File: config.mk
export PLATFORM = sky130hd
export DESIGN_NAME = integer_to_text_formatter_flat
export DESIGN_NICKNAME = d
export VERILOG_FILES = /design/src/hdl/ittf_pkg.sv /design/src/hdl/ittf_word_if.sv /design/src/hdl/ittf_text_if.sv /design/src/hdl/ittf_front.sv /design/src/hdl/ittf_queue.sv /design/src/hdl/ittf_back.sv /design/src/hdl/integer_to_text_formatter.sv /design/src/flat_wrapper.sv
export SDC_FILE = /design/constraint.sdc
export NUM_CORES = 1
export LEC_CHECK = 0
export BUFFER_PORTS_ARGS = -buffer_cell sky130_fd_sc_hd__buf_2
export CAP_MARGIN = 30
export CORE_ASPECT_RATIO = 1.2
export CORE_MARGIN = 2
export CORE_UTILIZATION = 30
export DETAILED_ROUTE_END_ITERATION = 10
export SYNTH_ARGS = -nofsm -noshare
export SYNTH_HDL_FRONTEND = slang
export SYNTH_HIERARCHICAL = 1
export SYNTH_SLANG_ARGS = --single-unit
File: constraint.sdc
create_clock -name i_clk -period 14.5 [get_ports i_clk]
set_clock_uncertainty 0.15 [all_clocks]
set_input_delay 0.725 -clock i_clk [delete_from_list [all_inputs] [get_ports i_clk]]
set_output_delay 0.725 -clock i_clk [all_outputs]
set_load 0.02 [all_outputs]
File: src/hdl/ittf_pkg.sv
// ----------------------------------------------------------------------------
// ittf_pkg
// Shared types, constants and lookup functions for the integer to text
// formatter: format codes, the queued item layout and the ASCII constants.
// ----------------------------------------------------------------------------
package ittf_pkg;

    localparam int WORD_W      = 32;
    localparam int CHAR_W      = 8;
    localparam int QUEUE_DEPTH = 2;

    // Last sequencer step of each format
    localparam logic [3:0] DEC_LAST_STEP = 4'd10;
    localparam logic [3:0] OCT_LAST_STEP = 4'd11;
    localparam logic [3:0] HEX_LAST_STEP = 4'd9;

    localparam logic [CHAR_W-1:0] CH_ZERO  = 8'h30;
    localparam logic [CHAR_W-1:0] CH_MINUS = 8'h2D;
    localparam logic [CHAR_W-1:0] CH_X     = 8'h78;
    localparam logic [CHAR_W-1:0] CH_UPPER = 8'h37;  // 'A' - 10

    typedef enum logic [1:0] {
        MODE_SDEC = 2'd0,
        MODE_UDEC = 2'd1,
        MODE_OCT  = 2'd2,
        MODE_HEX  = 2'd3
    } t_mode;

    typedef struct packed {
        t_mode             mode;
        logic              neg;
        logic [WORD_W-1:0] mag;
    } t_item;

    // Decimal weight of digit position k
    function automatic logic [WORD_W-1:0] pow10(input logic [3:0] k);
        logic [WORD_W-1:0] p;
        unique case (k)
            4'd0:    p = 32'd1;
            4'd1:    p = 32'd10;
            4'd2:    p = 32'd100;
            4'd3:    p = 32'd1000;
            4'd4:    p = 32'd10000;
            4'd5:    p = 32'd100000;
            4'd6:    p = 32'd1000000;
            4'd7:    p = 32'd10000000;
            4'd8:    p = 32'd100000000;
            4'd9:    p = 32'd1000000000;
            default: p = '0;
        endcase
        return p;
    endfunction

    // Upper-case hexadecimal glyph
    function automatic logic [CHAR_W-1:0] hex_glyph(input logic [3:0] d);
        logic [CHAR_W-1:0] c;
        if (d < 4'd10) begin
            c = CH_ZERO + CHAR_W'(d);
        end else begin
            c = CH_UPPER + CHAR_W'(d);
        end
        return c;
    endfunction

endpackage

File: src/hdl/ittf_word_if.sv
// ----------------------------------------------------------------------------
// ittf_word_if
// Input channel: one 32-bit word per item, valid/ready handshake.
// ----------------------------------------------------------------------------
interface ittf_word_if;
    import ittf_pkg::*;

    logic              valid;
    logic              ready;
    logic [WORD_W-1:0] word_value;

    modport source (output valid, output word_value, input ready);
    modport sink   (input valid, input word_value, output ready);
endinterface

File: src/hdl/ittf_text_if.sv
// ----------------------------------------------------------------------------
// ittf_text_if
// Output channel: one ASCII character per item with a last flag.
// ----------------------------------------------------------------------------
interface ittf_text_if;
    import ittf_pkg::*;

    logic              valid;
    logic              ready;
    logic [CHAR_W-1:0] text_char;
    logic              last_char;

    modport source (output valid, output text_char, output last_char, input ready);
    modport sink   (input valid, input text_char, input last_char, output ready);
endinterface

File: src/hdl/ittf_front.sv
// ----------------------------------------------------------------------------
// ittf_front
// Holds the format register and classifies each accepted word into a
// format, a sign and an unsigned magnitude for the back end.
// ----------------------------------------------------------------------------
module ittf_front (
    input  logic               i_clk,
    input  logic               i_rst_n,
    ittf_word_if.sink          i_word,
    input  logic               i_cfg_we,
    input  logic [1:0]         i_cfg_wdata,
    input  logic               i_q_ready,
    output logic               o_push,
    output ittf_pkg::t_item    o_item
);
    import ittf_pkg::*;

    t_mode r_mode;
    logic  neg;

    always_ff @(posedge i_clk) begin
        if (!i_rst_n) begin
            r_mode <= MODE_SDEC;
        end else if (i_cfg_we) begin
            r_mode <= t_mode'(i_cfg_wdata);
        end
    end

    assign i_word.ready = i_q_ready;
    assign o_push       = i_word.valid && i_q_ready;

    // Negate in signed mode only; the most negative word maps onto itself
    assign neg         = (r_mode == MODE_SDEC) && i_word.word_value[WORD_W-1];
    assign o_item.mode = r_mode;
    assign o_item.neg  = neg;
    assign o_item.mag  = neg ? (~i_word.word_value + WORD_W'(1)) : i_word.word_value;

endmodule

File: src/hdl/ittf_queue.sv
// ----------------------------------------------------------------------------
// ittf_queue
// Short first-in first-out queue of classified items between front and back.
// ----------------------------------------------------------------------------
module ittf_queue #(
    parameter int DEPTH = ittf_pkg::QUEUE_DEPTH
) (
    input  logic            i_clk,
    input  logic            i_rst_n,
    input  logic            i_push,
    input  ittf_pkg::t_item i_item,
    output logic            o_ready,
    input  logic            i_pop,
    output logic            o_valid,
    output ittf_pkg::t_item o_item
);
    import ittf_pkg::*;

    localparam int PTR_W = (DEPTH > 1) ? $clog2(DEPTH) : 1;
    localparam int CNT_W = $clog2(DEPTH + 1);

    t_item             r_mem [DEPTH];
    logic [PTR_W-1:0]  r_wr_ptr;
    logic [PTR_W-1:0]  r_rd_ptr;
    logic [CNT_W-1:0]  r_count;
    logic              push_ok;
    logic              pop_ok;

    assign o_ready = (r_count != CNT_W'(DEPTH));
    assign o_valid = (r_count != '0);
    assign o_item  = r_mem[r_rd_ptr];
    assign push_ok = i_push && o_ready;
    assign pop_ok  = i_pop && o_valid;

    function automatic logic [PTR_W-1:0] wrap_inc(input logic [PTR_W-1:0] p);
        return (p == PTR_W'(DEPTH - 1)) ? '0 : p + PTR_W'(1);
    endfunction

    always_ff @(posedge i_clk) begin
        if (push_ok) begin
            r_mem[r_wr_ptr] <= i_item;
        end
    end

    always_ff @(posedge i_clk) begin
        if (!i_rst_n) begin
            r_wr_ptr <= '0;
            r_rd_ptr <= '0;
            r_count  <= '0;
        end else begin
            if (push_ok) begin
                r_wr_ptr <= wrap_inc(r_wr_ptr);
            end
            if (pop_ok) begin
                r_rd_ptr <= wrap_inc(r_rd_ptr);
            end
            if (push_ok && !pop_ok) begin
                r_count <= r_count + CNT_W'(1);
            end else if (pop_ok && !push_ok) begin
                r_count <= r_count - CNT_W'(1);
            end
        end
    end

endmodule

File: src/hdl/ittf_back.sv
// ----------------------------------------------------------------------------
// ittf_back
// Character sequencer: walks one digit position per cycle unless the output
// stalls, drops decimal/octal leading zeros and drives the output register.
// ----------------------------------------------------------------------------
module ittf_back (
    input  logic            i_clk,
    input  logic            i_rst_n,
    input  logic            i_q_valid,
    input  ittf_pkg::t_item i_item,
    output logic            o_pop,
    ittf_text_if.source     o_text
);
    import ittf_pkg::*;

    t_mode              r_mode;
    logic               r_neg;
    logic               r_zero;
    logic [WORD_W:0]    r_work;
    logic [3:0]         r_step;
    logic               r_started;
    logic               r_busy;
    logic               r_out_valid;
    logic [CHAR_W-1:0]  r_out_char;
    logic               r_out_last;

    logic               n_emit;
    logic               n_last;
    logic               n_done;
    logic               n_started;
    logic [CHAR_W-1:0]  n_char;
    logic [WORD_W:0]    n_work;
    logic               advance;

    // Decimal digit search against the nine multiples of the position weight
    logic [3:0]         dec_pos;
    logic [WORD_W-1:0]  weight;
    logic [WORD_W+1:0]  prod [10];
    logic [3:0]         dec_digit;

    assign dec_pos = DEC_LAST_STEP - r_step;
    assign weight  = pow10(dec_pos);

    always_comb begin
        for (int d = 0; d < 10; d++) begin
            prod[d] = (WORD_W+2)'(weight) * (WORD_W+2)'(d);
        end
        dec_digit = '0;
        for (int d = 1; d < 10; d++) begin
            if ({2'b00, r_work[WORD_W-1:0]} >= prod[d]) begin
                dec_digit = 4'(d);
            end
        end
    end

    always_comb begin
        n_emit    = 1'b0;
        n_last    = 1'b0;
        n_done    = 1'b0;
        n_char    = CH_ZERO;
        n_work    = r_work;
        n_started = r_started;
        unique case (r_mode)
            MODE_SDEC, MODE_UDEC: begin
                if (r_step == '0) begin
                    n_emit = r_neg;
                    n_char = CH_MINUS;
                end else begin
                    n_last    = (dec_pos == '0);
                    n_done    = n_last;
                    n_emit    = (dec_digit != '0) || r_started || n_last;
                    n_char    = CH_ZERO + CHAR_W'(dec_digit);
                    n_work    = {1'b0, r_work[WORD_W-1:0] - prod[dec_digit][WORD_W-1:0]};
                    n_started = r_started || n_emit;
                end
            end
            MODE_OCT: begin
                if (r_step == '0) begin
                    n_emit = 1'b1;
                    n_last = r_zero;
                    n_done = r_zero;
                end else begin
                    n_last    = (r_step == OCT_LAST_STEP);
                    n_done    = n_last;
                    n_emit    = (r_work[WORD_W:WORD_W-2] != '0) || r_started;
                    n_char    = CH_ZERO + CHAR_W'(r_work[WORD_W:WORD_W-2]);
                    n_work    = r_work << 3;
                    n_started = r_started || n_emit;
                end
            end
            MODE_HEX: begin
                n_emit = 1'b1;
                if (r_step == '0) begin
                    n_char = CH_ZERO;
                end else if (r_step == 4'd1) begin
                    n_char = CH_X;
                end else begin
                    n_last = (r_step == HEX_LAST_STEP);
                    n_done = n_last;
                    n_char = hex_glyph(r_work[WORD_W:WORD_W-3]);
                    n_work = r_work << 4;
                end
            end
            default: begin
                n_emit = 1'b0;
            end
        endcase
    end

    assign advance = !r_out_valid || o_text.ready;
    assign o_pop   = i_q_valid && (!r_busy || (advance && n_done));

    always_ff @(posedge i_clk) begin
        if (!i_rst_n) begin
            r_busy      <= 1'b0;
            r_out_valid <= 1'b0;
        end else begin
            if (r_busy && advance) begin
                r_out_valid <= n_emit;
            end else if (advance) begin
                r_out_valid <= 1'b0;
            end
            // Load the next item, or advance the current one by a position
            if (o_pop) begin
                r_busy    <= 1'b1;
                r_mode    <= i_item.mode;
                r_neg     <= i_item.neg;
                r_zero    <= (i_item.mag == '0);
                r_step    <= '0;
                r_started <= 1'b0;
                r_work    <= (i_item.mode == MODE_HEX) ? {i_item.mag, 1'b0}
                                                       : {1'b0, i_item.mag};
            end else if (r_busy && advance) begin
                r_step    <= r_step + 4'd1;
                r_work    <= n_work;
                r_started <= n_started;
                if (n_done) begin
                    r_busy <= 1'b0;
                end
            end
        end
    end

    always_ff @(posedge i_clk) begin
        if (r_busy && advance && n_emit) begin
            r_out_char <= n_char;
            r_out_last <= n_last;
        end
    end

    assign o_text.valid     = r_out_valid;
    assign o_text.text_char = r_out_char;
    assign o_text.last_char = r_out_last;

endmodule

File: src/hdl/integer_to_text_formatter.sv
// ----------------------------------------------------------------------------
// integer_to_text_formatter
// Formats a 32-bit word as ASCII text in signed decimal, unsigned decimal,
// octal or hexadecimal, one character per output item with a last flag.
// ----------------------------------------------------------------------------
//
//   channel   dir  handshake     payload
//   i_word    in   valid/ready   word_value[31:0]
//   o_text    out  valid/ready   text_char[7:0], last_char
//   i_cfg     in   write enable  i_cfg_wdata[1:0] -> format mode
//
// One character leaves per cycle at most. The back sequencer walks each
// character position of the format: sign and ten digits in decimal, a 0
// prefix and eleven digits in octal (the prefix alone for zero), and 0x and
// eight hex digits; decimal and octal leading-zero positions give no output.
// Reset is synchronous, active low; it sets the format to signed decimal and
// empties the queue. A stalled output holds the sequencer, and the front keeps
// taking words until the queue is full.
//
module integer_to_text_formatter #(
    parameter int QUEUE_DEPTH = ittf_pkg::QUEUE_DEPTH
) (
    input  logic         i_clk,
    input  logic         i_rst_n,
    ittf_word_if.sink    i_word,
    ittf_text_if.source  o_text,
    input  logic         i_cfg_we,
    input  logic [1:0]   i_cfg_wdata
);
    import ittf_pkg::*;

    // Front to queue
    logic  push;
    t_item push_item;
    logic  q_ready;

    // Queue to back
    logic  q_valid;
    t_item q_item;
    logic  pop;

    // Classify: latch the format, split sign and magnitude
    ittf_front u_front (
        .i_clk       (i_clk),
        .i_rst_n     (i_rst_n),
        .i_word      (i_word),
        .i_cfg_we    (i_cfg_we),
        .i_cfg_wdata (i_cfg_wdata),
        .i_q_ready   (q_ready),
        .o_push      (push),
        .o_item      (push_item)
    );

    // Decouple: front and back stall on their own
    ittf_queue #(
        .DEPTH (QUEUE_DEPTH)
    ) u_queue (
        .i_clk   (i_clk),
        .i_rst_n (i_rst_n),
        .i_push  (push),
        .i_item  (push_item),
        .o_ready (q_ready),
        .i_pop   (pop),
        .o_valid (q_valid),
        .o_item  (q_item)
    );

    // Generate characters, one position per cycle unless the output stalls
    ittf_back u_back (
        .i_clk     (i_clk),
        .i_rst_n   (i_rst_n),
        .i_q_valid (q_valid),
        .i_item    (q_item),
        .o_pop     (pop),
        .o_text    (o_text)
    );

endmodule
File: src/flat_wrapper.sv
// flat-port wrapper written by rule: the top's interface ports become plain ports
module integer_to_text_formatter_flat import ittf_pkg::*;
#(
    parameter int QUEUE_DEPTH = ittf_pkg::QUEUE_DEPTH
)
  (i_clk, i_rst_n, i_cfg_we, i_cfg_wdata, i_word_valid, i_word_word_value, i_word_ready, o_text_valid, o_text_text_char, o_text_last_char, o_text_ready);
  ittf_word_if i_word_i ();
  ittf_text_if o_text_i ();
  input  logic i_clk;
  input  logic i_rst_n;
  input  logic i_cfg_we;
  input  logic [1:0] i_cfg_wdata;
  input wire logic [$bits(i_word_i.valid)-1:0] i_word_valid;
  input wire logic [$bits(i_word_i.word_value)-1:0] i_word_word_value;
  output wire logic [$bits(i_word_i.ready)-1:0] i_word_ready;
  output wire logic [$bits(o_text_i.valid)-1:0] o_text_valid;
  output wire logic [$bits(o_text_i.text_char)-1:0] o_text_text_char;
  output wire logic [$bits(o_text_i.last_char)-1:0] o_text_last_char;
  input wire logic [$bits(o_text_i.ready)-1:0] o_text_ready;
  assign i_word_i.valid = i_word_valid;
  assign i_word_i.word_value = i_word_word_value;
  assign i_word_ready = i_word_i.ready;
  assign o_text_valid = o_text_i.valid;
  assign o_text_text_char = o_text_i.text_char;
  assign o_text_last_char = o_text_i.last_char;
  assign o_text_i.ready = o_text_ready;
  integer_to_text_formatter #(.QUEUE_DEPTH(QUEUE_DEPTH)) u_core (.i_clk(i_clk), .i_rst_n(i_rst_n), .i_word(i_word_i), .o_text(o_text_i), .i_cfg_we(i_cfg_we), .i_cfg_wdata(i_cfg_wdata));
endmodule
==> results.rst <==
.. list-table::
   :header-rows: 1

   * - Metric
     - Value
   * - Layout cells sized above 1
     - between 9 and 10%
   * - Total routing resource utilization after global routing
     - 20.36%
   * - Height of the chip
     - about 300 µm
   * - DRC Markers
     - 0
   * - Critical Path Sink Type
     - flop
   * - Final weighted congestion in routability-driven placement
     - 1.020
   * - Vias after detailed routing
     - roughly 21,000
   * - Post-cts resize count
     - 0
   * - Initial detailed-routing violation count
     - about 2,100
   * - Final period demand of the worst path
     - ~14 ns
   * - Required time worst endpoint
     - 14.50 ns
   * - Xor and xnor fraction of the mapped netlist area
     - between 6 and 7%
   * - Vias in the first global route
     - 20,404
   * - Period utilisation layout
     - around 95%
   * - Dominant combinational cell family by area after synthesis
     - adder cells
   * - Multi-input gate area
     - approximately 17,000 µm²
   * - Worst-case clock buffer depth
     - 2
   * - Dominant cells by area after synthesis
     - ha_1 (24%), edfxtp_1 (16%), a21oi_1 (4.4%), o21ai_0 (3.8%), xnor2_1 (3.6%)
   * - Part of the Yosys area used for sequential elements
     - around 17%
   * - Nets
     - ~3,100
   * - Buffer type at the clock tree root
     - clkbuf_16
   * - Post-CTS Setup Inserts
     - 0
   * - Final setup violating endpoints
     - 0
   * - WP data arrival
     - roughly 14 ns
   * - Quantity of I/O buffers inserted on ports
     - between 40 and 50
   * - Largest area contributor in the netlist
     - ha_1
   * - Max transition margin
     - about 36%
   * - Number of antenna repair diodes
     - 0
   * - Cell repeated most along the worst path
     - o21ai_0
   * - CTS tree
     - built
   * - Fin. max-slew vios
     - 0
   * - Effective utilization at floorplan
     - a little under a third
   * - Startpoint types
     - flop
   * - Count of H-tree levels built during CTS
     - 4
   * - Area of the die
     - about 76,000 µm²
   * - Accumulated negative setup slack
     - 0 ns
   * - Final antenna-violating net count
     - 0
   * - Delay of the slowest critical-path stage
     - around 0.7 ns
   * - Post-synthesis net count
     - between 3,000 and 4,000
   * - First-pass DRT Iterations
     - 6
   * - Seq cells post-synth
     - around 130
   * - Die extent in x
     - about 250 µm
   * - Synthesized cell area
     - roughly 22,000 µm²
   * - Simple-gate area share of the yosys netlist
     - 16.17%
   * - Number of antenna violations at the first check in global routing
     - 1
   * - Share of cell area taken by muxes after synthesis
     - under 10%
   * - Reg clk slew, reported paths
     - 0.06 ns
   * - Share of synthesized registers carrying an async set or reset
     - 0%
   * - Per-cell via count in the routed design
     - just under 6
   * - Compound-Gate Fraction of Synth Area
     - between 20% and 30%
   * - Register area
     - between 3000 and 4000 µm²
   * - Number of different library cells in the post-synthesis netlist
     - 96
   * - Wire length of the first global-routing pass
     - about 120,000 µm
   * - Worst hold path class
     - reg2reg
   * - Category of the most critical setup path
     - reg2reg
   * - Top-level port count
     - 50
   * - Maximum fanout encountered on the critical timing path
     - 63
   * - Hold Fails Final Rpt
     - 0
   * - Count of max-cap constraint violations
     - 0
   * - Status
     - completed
   * - Critical path's slowest cell
     - or4b_2
   * - Transition at the pin with the smallest max-transition slack
     - 0.9359 ns
   * - Count of flip-flops with a built-in enable after synthesis
     - 120
   * - Core footprint
     - between 70,000 and 80,000 µm²
   * - Synth top area share
     - 24.44%
   * - Yosys warnings
     - 6
   * - CTS Sinks
     - ~130
   * - Number of buffers created by CTS
     - 17
   * - Post-Synthesis Mean Instance Area
     - 8.499 µm²
   * - Grt total ovfl
     - 0
   * - Cell count after synthesis
     - 2,596
   * - Most instantiated flip-flop cell in the synthesis netlist
     - edfxtp_1
   * - Setup repair after global routing missed its margin
     - false
   * - Final Routed Wirelength
     - between 70,000 and 80,000 µm
   * - Routed wire per std cell
     - 22.02 µm
   * - Number of placement rows
     - 108
   * - Post-synthesis share of cell area spent on full adders, half adders and majority gates
     - 26.71%
   * - # hold bufs at CTS
     - 0
   * - Layout-stage area growth over the synthesis result
     - 9.692%
   * - Filler instances
     - 7,562
   * - Maximum achievable frequency
     - 72.42 MHz
   * - Pin count of the biggest net entering global routing
     - 64
   * - Detailed-placement wirelength estimate
     - between 60,000 and 70,000 µm
   * - Clock insertion delay at the later pin of the skew report
     - around 0.42 ns
[stage by stage]
stage / worst slack, ns / hold slack [ns] / instance area (µm²) / utilization (%) / std cells
floorplan: 2.764 / 0.2975 / 22060 / - / 2596
global placement: 1.158 / 0.3346 / 23590 / 32.51 / 3556
detailed placement: 1.049 / 0.3236 / 23610 / 32.54 / 3557
CTS: 0.9898 / 0.3367 / 24200 / 33.35 / 3589
global route: 0.1088 / 0.3679 / 24200 / 33.35 / 3589
finish: 0.6919 / 0.3357 / 24200 / 33.35 / 3589
[worst paths after layout]
kind,from,slack (ns),depth (start not counted),to
worst max-delay path,u_core/u_back/r_step[0],0.69,46,u_core/u_back/r_work[30]
worst min-delay path,u_core/u_front/r_mode[1],0.34,0,u_core/u_queue/r_mem[1][34]
worst max register to register,u_core/u_back/r_step[0],0.69,46,u_core/u_back/r_work[30]
worst min register to register,u_core/u_front/r_mode[1],0.34,0,u_core/u_queue/r_mem[1][34]
[kinds of logic (layout without fill, tap and decap cells)]
family | after synthesis | count (layout)
AOI/OAI and AO/OA | 815 | 815
xor gates and xnor gates | 150 | 150
adders and majority gates | 456 | 456
buffers and inverters | 226 | 284
DFF | 129 | 129
muxes | 103 | 103
other | 1 | 1
and+or+nand+nor | 716 | 716
[cells in the mapped netlist (21+ instances only)]
master / instances
a221oi_1: 21
or3_1: 22
mux2i_1: 59
xnor2_1: 90
inv_1: 133
and3_1: 21
nand3_1: 57
xor2_1: 58
o21a_1: 33
buf_2: 24
nor3_1: 42
fa_1: 25
o21ai_0: 168
nand4_1: 52
o211ai_1: 46
and2_1: 23
nand2b_1: 32
nand2_1: 206
clkbuf_1: 52
a211oi_1: 41
a21o_1: 97
a31oi_1: 42
a21oi_1: 193
ha_1: 431
edfxtp_1: 120
nor2b_1: 26
nor4_1: 26
nor2_1: 157
mux2_2: 39
[flip-flops by register name, indices dropped and copies added (netlist names), named ones only]
register / flops
u_core/u_back/r_neg: 1
u_core/u_back/r_mode: 2
u_core/u_back/r_zero: 1
u_core/u_back/r_busy: 1
u_core/u_back/r_started: 1
u_core/u_back/r_step: 4
u_core/u_queue/r_count: 2
u_core/u_queue/r_wr_ptr: 1
u_core/u_front/r_mode: 2
u_core/u_back/o_text.text_char: 7
u_core/u_back/r_work: 33
u_core/u_back/o_text.valid: 1
u_core/u_queue/r_rd_ptr: 1
u_core/u_queue/r_mem: 70
u_core/u_back/o_text.last_char: 1
[cell usage in the layout, fill, tap and decap left out, types with 15 or more instances in the layout]
| cell | netlist | layout |
|---|---|---|
| a221oi_1 | 21 | 21 |
| mux2_2 | 39 | 39 |
| a21oi_1 | 193 | 193 |
| o21bai_1 | 15 | 15 |
| a31oi_1 | 42 | 42 |
| edfxtp_1 | 120 | 120 |
| a21o_1 | 97 | 97 |
| mux2i_1 | 59 | 59 |
| xnor2_1 | 90 | 90 |
| nand2b_1 | 32 | 32 |
| inv_1 | 133 | 133 |
| nor4_1 | 26 | 26 |
| or2_2 | 17 | 17 |
| nand3_1 | 57 | 57 |
| o21a_1 | 33 | 33 |
| fa_1 | 25 | 25 |
| clkbuf_16 | 0 | 17 |
| nor2b_1 | 26 | 26 |
| or3_1 | 22 | 22 |
| o31ai_1 | 18 | 18 |
| o211ai_1 | 46 | 46 |
| a211oi_1 | 41 | 41 |
| ha_1 | 431 | 431 |
| nor3_1 | 42 | 42 |
| buf_2 | 24 | 48 |
| o21ai_0 | 168 | 168 |
| nand2_1 | 206 | 206 |
| and3_1 | 21 | 21 |
| nor2_1 | 157 | 157 |
| xor2_1 | 58 | 58 |
| buf_4 | 5 | 63 |
| a211o_1 | 19 | 19 |
| nand4_1 | 52 | 52 |
| and2_1 | 23 | 22 |
[final cells by class]
cell class	count	area share (%)
clock buffer	23	1.892
clock inverter	9	0.5583
inverter	139	2.156
multi-input combinational	2241	71.81
sequential	129	15.63
tap	935	4.834
timing repair buffer	113	3.112
[metal layers]
layer	part of all wire (%)	vias up	wire (µm)	GRT usage (%)
met5	0.013	-	10	0
met2	46	865	36510	34.44
li1	-	9945	-	-
met3	6.4	177	5076	2.123
met1	41	9985	32710	25.37
met4	6.0	2	4712	11.15
[worst max-delay path, delay by kind of cell (launching register included)]
kind            cells  cell delay (ns)
compound gates     24             6.39
xor+xnor            1             0.14
fa+ha+maj           5             1.93
buf+inv             5             1.15
flops               1             0.58
mux                 1             0.19
simple gates       10             2.95
Power is left out: the tool's default activity adds up to more than one toggle a clock period on the data nets, which glitch-free logic cannot reach.
